File: src/hdl/rational_add_reduce_assert.svh
// Assertion macros for the rational add/reduce back end.
`ifndef RATIONAL_ADD_REDUCE_ASSERT_SVH
`define RATIONAL_ADD_REDUCE_ASSERT_SVH

`ifndef NO_ASSERTIONS

// Checked only while out of reset
`define RAR_ASSERT(label, prop, msg) \
   label: assert property (@(posedge clock) disable iff (reset) prop) else $error(msg);

// Checked on every edge, reset included
`define RAR_ASSERT_ALWAYS(label, prop, msg) \
   label: assert property (@(posedge clock) prop) else $error(msg);

`else

`define RAR_ASSERT(label, prop, msg)

`define RAR_ASSERT_ALWAYS(label, prop, msg)

`endif

`endif

File: src/hdl/rar_pkg.sv
// Package: widths, queue entry type and back-end state codes for rational add/reduce.
`timescale 1ns / 1ps

package rar_pkg;

   localparam int NumWidth          = 16;  // input numerators, signed
   localparam int InDenWidth        = 15;  // input denominators
   localparam int SumWidth          = 32;  // unreduced sum numerator, signed
   localparam int DenWidth          = 30;  // product denominator
   localparam int MagWidth          = 31;  // magnitude of the sum numerator
   localparam int CntWidth          = $clog2(MagWidth);
   localparam int ShiftWidth        = $clog2(DenWidth);
   localparam int QueueDepthDefault = 2;

   // One unreduced fraction handed from front end to back end
   typedef struct packed {
      logic [SumWidth-1:0] sum;
      logic [DenWidth-1:0] den;
   } job_type;

   typedef enum logic [2:0] {
      ST_IDLE,
      ST_GCD,
      ST_DIV_NUM,
      ST_DIV_DEN,
      ST_WRITE
   } back_state_type;

endpackage

File: src/hdl/rational_add_reduce.sv
// Top level: adds two fractions and reduces the sum to lowest terms.
//
//   channel | ports             | payload
//   --------+-------------------+----------------------------------------------
//   request | req_valid/ready   | left/right numerator (s16), denominator (u15)
//   result  | rsp_valid/ready   | sum_numerator (s32), sum_denominator (u30)
//
// Front end takes one transaction per cycle into a product stage and a queue,
// as long as the product stage is empty or can pass its entry to the queue.
// Back end handles one fraction at a time: binary GCD, then two divisions on
// one shared divider. A zero sum skips GCD and divisions.
// Synchronous active-high reset clears all control state; no clearing pass.
// A stalled result holds in the output register while the queue keeps filling.
`timescale 1ns / 1ps

module rational_add_reduce import rar_pkg::*; #(
   parameter int QueueDepth = QueueDepthDefault
) (
   input  logic                         clock,
   input  logic                         reset,
   input  logic                         req_valid,
   output logic                         req_ready,
   input  logic signed [NumWidth-1:0]   req_left_numerator,
   input  logic        [InDenWidth-1:0] req_left_denominator,
   input  logic signed [NumWidth-1:0]   req_right_numerator,
   input  logic        [InDenWidth-1:0] req_right_denominator,
   output logic                         rsp_valid,
   input  logic                         rsp_ready,
   output logic signed [SumWidth-1:0]   rsp_sum_numerator,
   output logic        [DenWidth-1:0]   rsp_sum_denominator
);

   logic    push_valid, push_ready;
   job_type push_data;
   logic    pop_valid, pop_ready;
   job_type pop_data;

   rar_front u_front (
      .clock                 (clock),
      .reset                 (reset),
      .req_valid             (req_valid),
      .req_ready             (req_ready),
      .req_left_numerator    (req_left_numerator),
      .req_left_denominator  (req_left_denominator),
      .req_right_numerator   (req_right_numerator),
      .req_right_denominator (req_right_denominator),
      .push_valid            (push_valid),
      .push_ready            (push_ready),
      .push_data             (push_data)
   );

   rar_queue #(
      .Depth (QueueDepth)
   ) u_queue (
      .clock      (clock),
      .reset      (reset),
      .push_valid (push_valid),
      .push_ready (push_ready),
      .push_data  (push_data),
      .pop_valid  (pop_valid),
      .pop_ready  (pop_ready),
      .pop_data   (pop_data)
   );

   rar_back u_back (
      .clock               (clock),
      .reset               (reset),
      .pop_valid           (pop_valid),
      .pop_ready           (pop_ready),
      .pop_data            (pop_data),
      .rsp_valid           (rsp_valid),
      .rsp_ready           (rsp_ready),
      .rsp_sum_numerator   (rsp_sum_numerator),
      .rsp_sum_denominator (rsp_sum_denominator)
   );

endmodule

File: src/hdl/rar_front.sv
// Front end: takes a request, forms cross products and the unreduced sum.
`timescale 1ns / 1ps

module rar_front import rar_pkg::*; (
   input  logic                         clock,
   input  logic                         reset,
   input  logic                         req_valid,
   output logic                         req_ready,
   input  logic signed [NumWidth-1:0]   req_left_numerator,
   input  logic        [InDenWidth-1:0] req_left_denominator,
   input  logic signed [NumWidth-1:0]   req_right_numerator,
   input  logic        [InDenWidth-1:0] req_right_denominator,
   output logic                         push_valid,
   input  logic                         push_ready,
   output job_type                      push_data
);

   logic                        stage_vld_ff, stage_vld_in;
   logic signed [SumWidth-1:0]  prod_a_ff, prod_a_in;
   logic signed [SumWidth-1:0]  prod_b_ff, prod_b_in;
   logic        [DenWidth-1:0]  den_ff, den_in;
   logic        [InDenWidth-1:0] ld_eff, rd_eff;
   logic signed [SumWidth-1:0]  sum;

   // A zero denominator reads as one
   assign ld_eff = (req_left_denominator == '0) ? InDenWidth'(1) : req_left_denominator;
   assign rd_eff = (req_right_denominator == '0) ? InDenWidth'(1) : req_right_denominator;

   assign req_ready = !stage_vld_ff || push_ready;

   // Product stage
   always_comb begin
      stage_vld_in = stage_vld_ff;
      prod_a_in    = prod_a_ff;
      prod_b_in    = prod_b_ff;
      den_in       = den_ff;
      if (req_valid && req_ready) begin
         stage_vld_in = 1'b1;
         prod_a_in    = SumWidth'(req_left_numerator) * SumWidth'($signed({1'b0, rd_eff}));
         prod_b_in    = SumWidth'(req_right_numerator) * SumWidth'($signed({1'b0, ld_eff}));
         den_in       = DenWidth'(ld_eff) * DenWidth'(rd_eff);
      end else if (push_ready) begin
         stage_vld_in = 1'b0;
      end
   end

   always_ff @(posedge clock) begin
      if (reset) begin
         stage_vld_ff <= 1'b0;
      end else begin
         stage_vld_ff <= stage_vld_in;
      end
      prod_a_ff <= prod_a_in;
      prod_b_ff <= prod_b_in;
      den_ff    <= den_in;
   end

   // Sum cannot overflow 32 bits for the given input ranges
   assign sum            = prod_a_ff + prod_b_ff;
   assign push_valid     = stage_vld_ff;
   assign push_data.sum  = sum;
   assign push_data.den  = den_ff;

endmodule

File: src/hdl/rar_queue.sv
// Short queue that decouples the front end from the reduction back end.
`timescale 1ns / 1ps

module rar_queue import rar_pkg::*; #(
   parameter int Depth = QueueDepthDefault
) (
   input  logic    clock,
   input  logic    reset,
   input  logic    push_valid,
   output logic    push_ready,
   input  job_type push_data,
   output logic    pop_valid,
   input  logic    pop_ready,
   output job_type pop_data
);

   localparam int PtrWidth   = (Depth > 1) ? $clog2(Depth) : 1;
   localparam int CountWidth = $clog2(Depth + 1);

   job_type                 entry_ff [Depth];
   logic [PtrWidth-1:0]     wr_ptr_ff, wr_ptr_in;
   logic [PtrWidth-1:0]     rd_ptr_ff, rd_ptr_in;
   logic [CountWidth-1:0]   count_ff, count_in;
   logic                    do_push, do_pop;

   assign push_ready = (count_ff != CountWidth'(Depth));
   assign pop_valid  = (count_ff != '0);
   assign pop_data   = entry_ff[rd_ptr_ff];
   assign do_push    = push_valid && push_ready;
   assign do_pop     = pop_valid && pop_ready;

   // Pointer and fill count update
   always_comb begin
      wr_ptr_in = wr_ptr_ff;
      rd_ptr_in = rd_ptr_ff;
      count_in  = count_ff;
      if (do_push) begin
         wr_ptr_in = (wr_ptr_ff == PtrWidth'(Depth - 1)) ? '0 : wr_ptr_ff + 1'b1;
      end
      if (do_pop) begin
         rd_ptr_in = (rd_ptr_ff == PtrWidth'(Depth - 1)) ? '0 : rd_ptr_ff + 1'b1;
      end
      if (do_push && !do_pop) begin
         count_in = count_ff + 1'b1;
      end else if (do_pop && !do_push) begin
         count_in = count_ff - 1'b1;
      end
   end

   always_ff @(posedge clock) begin
      if (reset) begin
         wr_ptr_ff <= '0;
         rd_ptr_ff <= '0;
         count_ff  <= '0;
      end else begin
         wr_ptr_ff <= wr_ptr_in;
         rd_ptr_ff <= rd_ptr_in;
         count_ff  <= count_in;
      end
      if (do_push) begin
         entry_ff[wr_ptr_ff] <= push_data;
      end
   end

endmodule

File: src/hdl/rar_back.sv
// Back end: binary GCD, two exact divisions on a shared divider, result register.
`timescale 1ns / 1ps
`include "rational_add_reduce_assert.svh"

module rar_back import rar_pkg::*; (
   input  logic                       clock,
   input  logic                       reset,
   input  logic                       pop_valid,
   output logic                       pop_ready,
   input  job_type                    pop_data,
   output logic                       rsp_valid,
   input  logic                       rsp_ready,
   output logic signed [SumWidth-1:0] rsp_sum_numerator,
   output logic        [DenWidth-1:0] rsp_sum_denominator
);

   back_state_type            state_ff, state_in;
   logic                      neg_ff, neg_in;
   logic [MagWidth-1:0]       mag_ff, mag_in;
   logic [DenWidth-1:0]       den_ff, den_in;
   logic [MagWidth-1:0]       a_ff, a_in;
   logic [MagWidth-1:0]       b_ff, b_in;
   logic [ShiftWidth-1:0]     k_ff, k_in;
   logic [DenWidth-1:0]       g_ff, g_in;
   logic [MagWidth-1:0]       q_ff, q_in;
   logic [DenWidth-1:0]       rem_ff, rem_in;
   logic [CntWidth-1:0]       cnt_ff, cnt_in;
   logic [MagWidth-1:0]       num_res_ff, num_res_in;
   logic                      rsp_valid_ff, rsp_valid_in;
   logic [SumWidth-1:0]       rsp_num_ff, rsp_num_in;
   logic [DenWidth-1:0]       rsp_den_ff, rsp_den_in;

   logic [SumWidth-1:0]       job_abs;
   logic [MagWidth:0]         rem_sh, rem_sub;
   logic                      div_ge, div_last, out_free;
   logic [DenWidth-1:0]       rem_nx;
   logic [MagWidth-1:0]       q_nx, g_full;
   logic [SumWidth-1:0]       num_ext;

   // Shared restoring divider step: one quotient bit per cycle
   assign rem_sh   = {1'b0, rem_ff, q_ff[MagWidth-1]};
   assign rem_sub  = rem_sh - {2'b00, g_ff};
   assign div_ge   = (rem_sh >= {2'b00, g_ff});
   assign rem_nx   = div_ge ? rem_sub[DenWidth-1:0] : rem_sh[DenWidth-1:0];
   assign q_nx     = {q_ff[MagWidth-2:0], div_ge};
   assign div_last = (cnt_ff == CntWidth'(MagWidth - 1));

   assign job_abs  = pop_data.sum[SumWidth-1] ? (~pop_data.sum + 1'b1) : pop_data.sum;
   assign g_full   = a_ff << k_ff;
   assign out_free = !rsp_valid_ff || rsp_ready;
   assign num_ext  = {1'b0, num_res_ff};

   // Sequencer
   always_comb begin
      state_in     = state_ff;
      neg_in       = neg_ff;
      mag_in       = mag_ff;
      den_in       = den_ff;
      a_in         = a_ff;
      b_in         = b_ff;
      k_in         = k_ff;
      g_in         = g_ff;
      q_in         = q_ff;
      rem_in       = rem_ff;
      cnt_in       = cnt_ff;
      num_res_in   = num_res_ff;
      rsp_valid_in = rsp_valid_ff;
      rsp_num_in   = rsp_num_ff;
      rsp_den_in   = rsp_den_ff;
      pop_ready    = 1'b0;

      if (rsp_ready) begin
         rsp_valid_in = 1'b0;
      end

      case (state_ff)
         ST_IDLE: begin
            pop_ready = 1'b1;
            if (pop_valid) begin
               neg_in = pop_data.sum[SumWidth-1];
               mag_in = job_abs[MagWidth-1:0];
               den_in = pop_data.den;
               a_in   = job_abs[MagWidth-1:0];
               b_in   = {1'b0, pop_data.den};
               k_in   = '0;
               if (pop_data.sum == '0) begin
                  // zero sum reduces to 0/1
                  neg_in     = 1'b0;
                  num_res_in = '0;
                  q_in       = MagWidth'(1);
                  state_in   = ST_WRITE;
               end else begin
                  state_in = ST_GCD;
               end
            end
         end
         ST_GCD: begin
            if (a_ff == b_ff) begin
               g_in     = g_full[DenWidth-1:0];
               q_in     = mag_ff;
               rem_in   = '0;
               cnt_in   = '0;
               state_in = ST_DIV_NUM;
            end else if (!a_ff[0] && !b_ff[0]) begin
               a_in = a_ff >> 1;
               b_in = b_ff >> 1;
               k_in = k_ff + 1'b1;
            end else if (!a_ff[0]) begin
               a_in = a_ff >> 1;
            end else if (!b_ff[0]) begin
               b_in = b_ff >> 1;
            end else if (a_ff > b_ff) begin
               a_in = (a_ff - b_ff) >> 1;
            end else begin
               b_in = (b_ff - a_ff) >> 1;
            end
         end
         ST_DIV_NUM: begin
            q_in   = q_nx;
            rem_in = rem_nx;
            cnt_in = cnt_ff + 1'b1;
            if (div_last) begin
               num_res_in = q_nx;
               q_in       = {1'b0, den_ff};
               rem_in     = '0;
               cnt_in     = '0;
               state_in   = ST_DIV_DEN;
            end
         end
         ST_DIV_DEN: begin
            q_in   = q_nx;
            rem_in = rem_nx;
            cnt_in = cnt_ff + 1'b1;
            if (div_last) begin
               state_in = ST_WRITE;
            end
         end
         ST_WRITE: begin
            if (out_free) begin
               rsp_valid_in = 1'b1;
               rsp_num_in   = neg_ff ? (~num_ext + 1'b1) : num_ext;
               rsp_den_in   = q_ff[DenWidth-1:0];
               state_in     = ST_IDLE;
            end
         end
         default: begin
            state_in = ST_IDLE;
         end
      endcase
   end

   always_ff @(posedge clock) begin
      if (reset) begin
         state_ff     <= ST_IDLE;
         rsp_valid_ff <= 1'b0;
      end else begin
         state_ff     <= state_in;
         rsp_valid_ff <= rsp_valid_in;
      end
      neg_ff     <= neg_in;
      mag_ff     <= mag_in;
      den_ff     <= den_in;
      a_ff       <= a_in;
      b_ff       <= b_in;
      k_ff       <= k_in;
      g_ff       <= g_in;
      q_ff       <= q_in;
      rem_ff     <= rem_in;
      cnt_ff     <= cnt_in;
      num_res_ff <= num_res_in;
      rsp_num_ff <= rsp_num_in;
      rsp_den_ff <= rsp_den_in;
   end

   assign rsp_valid           = rsp_valid_ff;
   assign rsp_sum_numerator   = $signed(rsp_num_ff);
   assign rsp_sum_denominator = rsp_den_ff;

   // GCD operands never reach zero, divisions by the GCD leave no remainder
   `RAR_ASSERT(a_gcd_nonzero, (state_ff == ST_GCD) |-> (a_ff != '0 && b_ff != '0), "gcd operand zero")
   `RAR_ASSERT(a_div_exact, ((state_ff == ST_DIV_NUM || state_ff == ST_DIV_DEN) && div_last) |-> (rem_nx == '0), "inexact division by gcd")
   `RAR_ASSERT(a_den_nonzero, rsp_valid_ff |-> (rsp_den_ff != '0), "zero result denominator")

endmodule
File: config.mk
export PLATFORM = sky130hd
export DESIGN_NAME = rational_add_reduce
export DESIGN_NICKNAME = d
export VERILOG_FILES = /design/src/hdl/rar_pkg.sv /design/src/hdl/rational_add_reduce.sv /design/src/hdl/rar_front.sv /design/src/hdl/rar_queue.sv /design/src/hdl/rar_back.sv
export VERILOG_INCLUDE_DIRS = /design/src /design/src/hdl
export SDC_FILE = /design/constraint.sdc
export NUM_CORES = 2
export LEC_CHECK = 0
export BUFFER_PORTS_ARGS = -buffer_cell sky130_fd_sc_hd__buf_2
export CAP_MARGIN = 20
export CORE_MARGIN = 3
export CORE_UTILIZATION = 50
export CTS_CLUSTER_DIAMETER = 120
export DETAILED_ROUTE_END_ITERATION = 7
export GPL_TIMING_DRIVEN = 0
export PLACE_DENSITY = 0.66
export SETUP_SLACK_MARGIN = 0.15
export SLEW_MARGIN = 25
export SYNTH_ARGS = -nofsm -noshare
export SYNTH_HDL_FRONTEND = slang
export SYNTH_SLANG_ARGS = --single-unit
File: constraint.sdc
create_clock -name clock -period 12.6 [get_ports clock]
set_clock_uncertainty 0.1 [all_clocks]
set_input_delay 3.78 -clock clock [delete_from_list [all_inputs] [get_ports clock]]
set_output_delay 3.78 -clock clock [all_outputs]
set_load 0.01 [all_outputs]
==> flow_summary.json <==
{
  "clock_latency_ns": 0.67,
  "drt-vias-per-instance": 5.62,
  "cp_data_required_time_ns": 12.84,
  "cts_tree": "built",
  "clkTransAtPathRegs_ns": 0.06,
  "area_growth_syn_to_layout_pct": 8.93,
  "cts_buffer_depth": 3,
  "antenna_found_initial": 11,
  "ys_warn_count": 0,
  "die_w_um": 338,
  "crit_path_frequent_cell": "fa_1",
  "start_util_pct": 50.6,
  "cpMaxStageDelayCell": "fa_1",
  "worstPathArrival_ns": 11.19,
  "dr.pass1.iters": 6,
  "period_minus_slack_ns": 10.95,
  "routabilityCongestion": 0.962,
  "post-cts-setup-buffer-count": 0,
  "final_cell_mix": "inv_1, fa_1, edfxtp_1, nand2_1, and2_1",
  "layout-drive-gt1-share_pct": 6.67,
  "ioPinCount": 130,
  "grt_max_degree": 55,
  "yosys_register_bits": 545,
  "root_buffer": "clkbuf_16",
  "fp.dieH_um": 338,
  "ctsHoldBuffers": 0,
  "syn_area_mm2": 0.0552,
  "clock.fmax_mhz": 91.3,
  "worst_hold_slack_ns": 0.329,
  "synth.avg_cell_area_um2": 10.2,
  "r2r_slack_ns": 7.29,
  "first_global_vias": 41500,
  "cts_resized": 0,
  "synth_flop_cell": "edfxtp_1",
  "std_cell_rows": 121,
  "die_area_mm2": 0.114,
  "cp_max_fo": 10,
  "core-area_mm2": 0.109,
  "finalSetupViolations": 0,
  "hp-class": "reg2reg",
  "slew_headroom_pct": 25.3,
  "final_antenna_net_count": 0,
  "ys_top_cells_by_area": "edfxtp_1, fa_1, ha_1",
  "synthCells": 5413,
  "ys_seq_area_share_pct": 29.5,
  "drv_cap": 0,
  "min_to": "u_queue.entry_ff[0][17]",
  "synth_edf_count": 535,
  "start_kind": "primary input",
  "clock_sinks": 545,
  "setup-tns-final_ns": 0,
  "htree_levels": 2,
  "hold_start": "u_front.den_ff[17]",
  "whs_path_depth": 0,
  "dp_cells": 7033,
  "rsz0062_at_grt": "no",
  "portBuffers": 128,
  "synth.distinct_cells": 92,
  "syn_nets": 6529,
  "grt_usage_pct": 27.8,
  "final_max_slew_viol_count": 0,
  "detailed_place_hpwl_mm": 130,
  "async_flop_share_pct": 0,
  "worstSetupEndpointType": "flop",
  "reg2reg_depth": 16,
  "fin_cells": 7150,
  "cts_buffers": 59,
  "max_slew.worst_pin.slew_ns": 1.12,
  "slowest_delay_ns": 0.73,
  "via_count": 40200,
  "wire_per_inst_um": 22.1,
  "grt.overflow.total": 0,
  "final_hold_viol_count": 0,
  "first_iter_violations": 3202,
  "status": "completed",
  "fillers": 9668,
  "grt_pass1_wl_mm": 245,
  "synth_largest_area_cell": "edfxtp_1",
  "path_class": "in2reg",
  "utilization_pct": 55.1,
  "synth_top_area_share_pct": 29.1,
  "drc_errors": 0,
  "final_common_cell": "inv_1",
  "path_cells": "buf_2, clkbuf_1, nand2_1, fa_1, inv_1, fa_1, fa_1, fa_1, fa_1, inv_1, fa_1, inv_1, ha_1, a21o_1, a21o_1, a21o_1, and3_1, a2111oi_2, o31ai_1, a221oi_1, o21bai_1, xnor2_1",
  "nNetsFinal": 6734,
  "fin_crit_sh_pct": 86.9,
  "wl_mm": 158,
  "timing.rr.end": "u_back.q_ff[20]"
}
[state kept, by name, indices dropped and copies added (netlist names), 5 cells and up, named ones only]
signal,flops
u_back.q_ff,31
u_front.den_ff,30
u_back.cnt_ff,5
u_back.g_ff,30
u_back.rem_ff,30
u_back.k_ff,5
u_back.num_res_ff,31
u_back.rsp_sum_denominator,30
u_front.prod_a_ff,32
u_queue.entry_ff,124
u_front.prod_b_ff,32
u_back.rsp_sum_numerator,32
u_back.b_ff,30
u_back.mag_ff,31
u_back.den_ff,30
u_back.a_ff,31
[cell type report]
cell class | instances | area [um^2] | share of cell area [%]
clock inverter | 40 | 492 | 0.817
tap | 1476 | 1850 | 3.07
buffer | 247 | 977 | 1.62
antenna | 5 | 12.5 | 0.0208
timing repair buffer | 144 | 953 | 1.58
sequential | 545 | 16300 | 27.0
inverter | 927 | 3480 | 5.79
clock buffer | 72 | 1550 | 2.57
multi-input combinational | 3694 | 34600 | 57.5
[logic make-up (layout without fill, tap and decap cells)]
group	count (synthesis)	count (layout)	share of synthesized area (%)
and+or+nand+nor	1478	1478	13.3
buffers and inverters	1174	1430	8.07
adders and majority gates	1050	1050	32.8
AOI/OAI and AO/OA	779	779	9.62
DFF	545	545	29.5
xor gates and xnor gates	261	261	4.14
muxes	126	126	2.60
other	0	5	0
[metal layers]
metal	track usage, %	vias to the layer above	routed length (um)
met5	0	-	35
met4	13.1	6	8940
met3	4.48	375	11200
met2	45.5	1585	73300
met1	36.2	20000	64600
li1	-	18200	-
[worst max path at each step]
stage,slack (ns),depth (start not counted),to,start
floorplan,2.58,27,u_front.den_ff[26],req_right_denominator[5]
global placement,1.06,28,u_front.den_ff[26],req_right_denominator[4]
detailed placement,1.04,22,u_front.prod_b_ff[31],req_left_denominator[1]
CTS,1.67,22,u_front.prod_b_ff[31],req_left_denominator[1]
global route,1.34,22,u_front.prod_b_ff[31],req_left_denominator[1]
finish,1.65,22,u_front.prod_b_ff[31],req_left_denominator[1]
[cell usage after synthesis, drive strengths merged (9+ instances only)]
library cell,instances
or3,18
nand2b,40
a21o,86
inv,927
o311ai,10
fa,663
mux2i,78
o211ai,11
xor2,73
nor3,54
o31ai,25
nor2b,24
mux4,10
o22ai,10
o21bai,32
o41ai,9
nand3,40
edfxtp,535
buf,46
mux2,38
nand2,481
dfxtp,10
nor2,268
a222oi,30
a221o,10
and3,58
a211oi,30
ha,387
a31oi,32
o21ai,142
o211a,10
or2,13
a21oi,204
clkbuf,201
xnor2,188
and2,418
a221oi,36
nand4,19
o21a,38
nor4,13
[critical path, delay by kind of cell]
kind	cells	cell delay, ns
adder cells (fa/ha/maj)	7	3.54
AO/OA/AOI/OAI	7	1.81
buffers and inverters	5	1.04
XOR/XNOR	1	0.53
AND/OR/NAND/NOR	2	0.49
[through the flow]
step	worst slack (ns)	instance area, um^2
2_1_floorplan	2.58	55200
3_3_place_gp	1.06	57700
3_5_place_dp	1.04	58100
4_1_cts	1.67	60100
5_1_grt	1.34	60100
6_report	1.65	60200
Power is left out: the tool's default activity adds up to more than one toggle a clock period on the data nets, which glitch-free logic cannot reach.
